`src/rtl/core/segment_signature_average_table_defines.svh`:
```
// assertion macros for the segment signature table
// used by the top level only
`ifndef SEGMENT_SIGNATURE_AVERAGE_TABLE_DEFINES_SVH
`define SEGMENT_SIGNATURE_AVERAGE_TABLE_DEFINES_SVH
`define SSAT_ASSERT_IMPL(label, clk, rst_n, pre, post) \
  label: assert property (@(posedge clk) disable iff (!rst_n) (pre) |-> (post)) \
    else $error("%m: check failed");
`define SSAT_ASSERT_NEXT(label, clk, rst_n, pre, post) \
  label: assert property (@(posedge clk) disable iff (!rst_n) (pre) |=> (post)) \
    else $error("%m: check failed");
`endif

```
`src/rtl/core/ssat_pkg.sv`:
```
// shared types and constants for the segment signature table
// no dependencies
package ssat_pkg;
  localparam int NodeSlotsDef = 64;
  localparam int IdxW = 6;
  localparam int CntW = 16;
  localparam logic [CntW-1:0] CountMax = 16'hFFFF;
  localparam logic [15:0] KeepReset = 16'h8000;
  localparam int NumW = 45;
  localparam int DivSteps = 29;

  typedef enum logic [1:0] {
    KIND_UPDATE = 2'd0,
    KIND_KEPT = 2'd1,
    KIND_EMPTY = 2'd2
  } kind_t;

  typedef struct packed {
    logic grow_step;
    logic load_upd;
    logic upd_rd;
    logic div_start;
    logic div_step;
    logic div_write;
    logic scan_clr;
    logic scan_rd;
    logic scan_max;
    logic scan_keep;
    logic out_load;
    logic [1:0] out_kind;
    logic out_last;
    logic size_load;
  } cmd_t;

  typedef struct packed {
    logic grow_done;
    logic in_range;
    logic div_done;
    logic keep_hit;
  } sts_t;
endpackage

```
`src/rtl/core/ssat_ctrl.sv`:
```
// controller state machine of the segment signature table
// depends on ssat_pkg
module ssat_ctrl #(
  parameter int NODE_SLOTS = ssat_pkg::NodeSlotsDef
) (
  input  logic clk,
  input  logic rst_n,
  input  logic in_valid,
  output logic in_ready,
  input  logic in_op,
  input  logic in_present,
  input  logic out_ready,
  output logic out_valid,
  input  logic [6:0] size,
  input  ssat_pkg::sts_t sts,
  output ssat_pkg::cmd_t cmd,
  output logic [5:0] addr
);
  typedef enum logic [9:0] {
    S_IDLE  = 10'b0000000001,
    S_GROW  = 10'b0000000010,
    S_RD    = 10'b0000000100,
    S_DIV   = 10'b0000001000,
    S_EMIT  = 10'b0000010000,
    S_MAXRD = 10'b0000100000,
    S_MAX   = 10'b0001000000,
    S_KRD   = 10'b0010000000,
    S_KEEP  = 10'b0100000000,
    S_LIST  = 10'b1000000000
  } state_t;
  state_t state_r, state_nxt;
  logic [6:0] i_r, i_nxt, n_r, n_nxt;
  logic pres_r, pres_nxt, ov_r, ov_nxt, lrd_r, lrd_nxt;

  assign in_ready = (state_r == S_IDLE) && !ov_r;
  assign out_valid = ov_r;

  always_comb begin
    state_nxt = state_r; i_nxt = i_r; n_nxt = n_r; pres_nxt = pres_r;
    ov_nxt = ov_r && !out_ready; lrd_nxt = 1'b0;
    cmd = '0; addr = i_r[5:0];
    case (state_r)
      S_IDLE: begin
        if (in_valid && in_ready) begin
          if (!in_op) begin
            cmd.load_upd = 1'b1; pres_nxt = in_present; state_nxt = S_GROW;
          end else if (size == 7'd0) begin
            cmd.out_load = 1'b1; cmd.out_kind = ssat_pkg::KIND_EMPTY;
            cmd.out_last = 1'b1; ov_nxt = 1'b1;
          end else begin
            cmd.scan_clr = 1'b1; i_nxt = '0; state_nxt = S_MAXRD;
          end
        end
      end
      S_GROW: begin
        if (!sts.in_range) state_nxt = S_IDLE;
        else if (!sts.grow_done) cmd.grow_step = 1'b1;
        else state_nxt = S_RD;
      end
      S_RD: begin
        cmd.upd_rd = 1'b1;
        if (pres_r) begin
          cmd.div_start = 1'b1; state_nxt = S_DIV;
        end else state_nxt = S_EMIT;
      end
      S_DIV: begin
        if (sts.div_done) begin
          cmd.div_write = 1'b1; state_nxt = S_EMIT;
        end else cmd.div_step = 1'b1;
      end
      S_EMIT: begin
        if (!ov_r) begin
          cmd.out_load = 1'b1; cmd.out_kind = ssat_pkg::KIND_UPDATE;
          cmd.out_last = 1'b1; ov_nxt = 1'b1; state_nxt = S_IDLE;
        end
      end
      S_MAXRD: begin
        cmd.scan_rd = 1'b1; state_nxt = S_MAX;
      end
      S_MAX: begin
        cmd.scan_max = 1'b1;
        if (i_r + 7'd1 >= size) begin
          i_nxt = '0; n_nxt = '0; state_nxt = S_KRD;
        end else begin
          i_nxt = i_r + 7'd1; state_nxt = S_MAXRD;
        end
      end
      S_KRD: begin
        cmd.scan_rd = 1'b1; state_nxt = S_KEEP;
      end
      S_KEEP: begin
        addr = n_r[5:0];
        if (sts.keep_hit) begin
          cmd.scan_keep = 1'b1; n_nxt = n_r + 7'd1;
        end
        if (i_r + 7'd1 >= size) begin
          cmd.size_load = 1'b1; i_nxt = '0; state_nxt = S_LIST;
        end else begin
          i_nxt = i_r + 7'd1; state_nxt = S_KRD;
        end
      end
      S_LIST: begin
        if (!lrd_r) begin
          cmd.scan_rd = 1'b1; lrd_nxt = 1'b1;
        end else if (!ov_r) begin
          cmd.out_load = 1'b1; cmd.out_kind = ssat_pkg::KIND_KEPT;
          cmd.out_last = (i_r + 7'd1 == n_r); ov_nxt = 1'b1;
          i_nxt = i_r + 7'd1;
          if (i_r + 7'd1 == n_r) state_nxt = S_IDLE;
        end else lrd_nxt = 1'b1;
      end
      default: state_nxt = S_IDLE;
    endcase
  end

  always_ff @(posedge clk) begin
    if (!rst_n) begin
      state_r <= S_IDLE; ov_r <= 1'b0; lrd_r <= 1'b0;
      i_r <= '0; n_r <= '0; pres_r <= 1'b0;
    end else begin
      state_r <= state_nxt; ov_r <= ov_nxt; lrd_r <= lrd_nxt;
      i_r <= i_nxt; n_r <= n_nxt; pres_r <= pres_nxt;
    end
  end
endmodule

```
`config.mk`:
```
export PLATFORM = sky130hd
export DESIGN_NAME = ssat_ctrl
export DESIGN_NICKNAME = d
export VERILOG_FILES = /design/src/rtl/core/segment_signature_average_table_defines.svh /design/src/rtl/core/ssat_pkg.sv /design/src/rtl/core/ssat_ctrl.sv
export SDC_FILE = /design/constraint.sdc
export NUM_CORES = 1
export LEC_CHECK = 0
export ABC_AREA = 1
export BUFFER_PORTS_ARGS = -buffer_cell sky130_fd_sc_hd__clkbuf_2
export CAP_MARGIN = 0
export CORE_AREA = 2 2 90 92
export CTS_CLUSTER_SIZE = 24
export DETAILED_ROUTE_END_ITERATION = 7
export DIE_AREA = 0 0 92 94
export PLACE_DENSITY_LB_ADDON = 0.05
export SLEW_MARGIN = 40
export SYNTH_ARGS = -nofsm -noshare
export SYNTH_HDL_FRONTEND = slang
export SYNTH_SLANG_ARGS = --single-unit
```
`constraint.sdc`:
```
create_clock -name clk -period 4.7 [get_ports clk]
set_clock_uncertainty 0.1 [all_clocks]
set_input_delay 0.235 -clock clk [delete_from_list [all_inputs] [get_ports clk]]
set_output_delay 0.235 -clock clk [all_outputs]
set_load 0.1 [all_outputs]
```
==> impl_metrics.toml <==
[outcome]
outcome = "completed"

[detailed_routing]
vias_per_cell = 4.675
drtPass1Iterations = 5
wl_um = 6487
drtAntennaViolNets = 0
num_vias = 2333
drc_errors = 0
drt_first_iter_violations = 98
routedWlPerCell_um = 13.00

[critical_path]
crit_fanout = 7
worst_ep_arrival_time_ns = 3.08
end_kind = "output pin"
crit_type = "flop to output pin"
rrSetupSlack_ns = 1.81
required_ns = 4.37
start_kind = "flop"

[die]
die_w_um = 92
die-area_mm2 = 0.008648
coreArea_mm2 = 0.007607
start_util = 0.2970
num_io_pins = 40
num_rows = 32
die_height_um = 94

[logic_synthesis]
async_flop_share = 0
synth_top_family_by_area = "simple AND/OR/NAND/NOR gates"
muxShareOfSynthArea = 0
synth_common_cells = "76 x nand2_1, 58 x inv_1, 36 x nand3_1"
synth-adder-area-share = 0.04983
synth_xor_area_frac = 0.02713
synth_area_leader_cell = "dfxtp_1"
avgSynthCellArea_um2 = 6.312
seq_area_frac_synth = 0.2392
ys.flop_type = "dfxtp_1"
yosysWarnings = 0
synth_top_area_share = 0.2392
syn_inst = 358
synth.distinct_cells = 35
synth-simple-area-share = 0.4496
ys_ff_latch = 27
synth-compound-area-share = 0.1168
synth_edf_count = 0
synth_area_mm2 = 0.002260
synth_fp_nets = 384
synth_area_leaders = "dfxtp_1 24%, nand2_1 13%, inv_1 9.6%"
synth_most_common_cell = "nand2_1"

[placed_design]
place_ws_ns = 1.578
dpl.hpwl_um = 5255
gp_congestion = 0.8340
dpl-instance-area_mm2 = 0.002571
dp.cells = 495
port_buffers = 39

[worst_hold_path]
hp-class = "primary input to flop"

[clocking]
cts_setup_buffers = 0
clk-insertion-delay-late_ns = 0.28
clockRootBuffer = "clkbuf_8"
ctsResizeCount = 0
clk_pin_slew_ns = 0.11
cts_buffer_depth = 2
cts_max_level = 1
cts_buffers = 3
cts_sinks = 27
hold_buffers = 0
cts_tree = "done"

[cells_and_area]
final_layout_size_suffix_gt1_frac = 0.2242
final_util = 0.3441
num-fill-cells = 879
post-route-cell-area_mm2 = 0.002618
nets = 424
multiInputGateArea_mm2 = 0.001460
ff_latch_area_um2 = 540.5
area_growth_pct = 15.84
n_antenna_cell = 0
layout.cells.non_filler = 499

[timing]
slew_headroom = 0.6365
hold_slack_ns = 0.1054
hold_violations = 0
worstMarginPinSlew_ns = 0.5476
setup_violations = 0
fmax_mhz = 292.4
post-route-period-util = 0.7276
finalMaxSlewViolations = 0
period_minus_slack_ns = 3.420
rsz0062_at_grt = "no"
timing.setup.tns_ns = 0
finalWorstSetupSlack_ns = 1.280

[grt]
track_usage = 0.1561
grt_max_degree = 20
grt_pass1_vias = 2211
antenna_found_initial = 0
grt-ovfl-total = 0
grt_pass1_wl_um = 10660

[power]
p_per_area_mw_per_mm2 = 385.9
p_leak_nw = 1.290
power_mw = 1.010
ir_worst_vdd_uv = 129.9

[flow_run]
max_cap_violations = 0
[where the power goes]
| part | internal (mW) | switching, mW |
|---|---|---|
| clock network | 0.0597 | 0.0855 |
| registers | 0.249 | 0.0228 |
| logic | 0.149 | 0.444 |
[sequential cells by signal, indices dropped and copies added, names as in the netlist]
register and count:
state_r 10, out_valid 1, n_r 7, lrd_r 1, i_r 7, pres_r 1
[per-layer routing]
layer | part of all wire | track usage | vias to the layer above | routed length, µm
li1 | - | - | 1230 | -
met1 | 0.45 | 0.1945 | 1054 | 2921
met2 | 0.50 | 0.2806 | 45 | 3237
met3 | 0.042 | 0.02006 | 4 | 271
met4 | 0.0085 | 0.04602 | 0 | 55
met5 | 0 | 0 | - | 0
[cells by family (layout without fill, tap and decap cells)]
kind of cell	count (synthesis)	count (layout)
compound gates	46	46
xor+xnor	7	7
fa+ha+maj	9	9
buf+inv	70	109
flops	27	27
simple gates	199	199
[cell usage in the layout (no fill, tap or decap), drive strengths merged]
cell type,instances
ha,9
o21ai,19
nand2,86
nor4,2
o311a,1
or2,3
nand3,40
nand4,10
a21oi,22
clkbuf,42
o211ai,3
nor3,8
clkinv,1
and3,1
inv,66
xor2,5
nor2,47
and2,1
dfxtp,27
nand3b,1
xnor2,2
o21a,1
[layout make-up]
class	instances	area share
clock buffer	3	0.01577
clock inverter	1	0.001912
inverter	66	0.09465
multi-input combinational	261	0.5578
sequential	27	0.2065
tap	102	0.04876
timing repair buffer	39	0.07457
[critical path: stages (launching register included)]
cell,delay [ns]
dfxtp_1,0.46
ha_1,0.24
nand2_2,0.09
nor2_2,0.15
nand3_1,0.10
nand2_1,0.10
inv_1,0.06
ha_1,0.31
nand3_1,0.08
or2_2,0.29
nand3_1,0.26
nand2_1,0.11
inv_1,0.09
clkbuf_2,0.45
[path summary, 6_finish.rpt]
path                                     startpoint                   to  depth (start not counted)
worst min register to register  i_r[6]$_SDFFE_PN0P_  i_r[6]$_SDFFE_PN0P_                          2
worst max register to register  i_r[0]$_SDFFE_PN0P_  n_r[3]$_SDFFE_PN0P_                         15
worst max-delay path            i_r[0]$_SDFFE_PN0P_               cmd[0]                         13
worst min-delay path                     in_present  pres_r$_SDFFE_PN0P_                          2
Power figures use the tool's default switching activity.
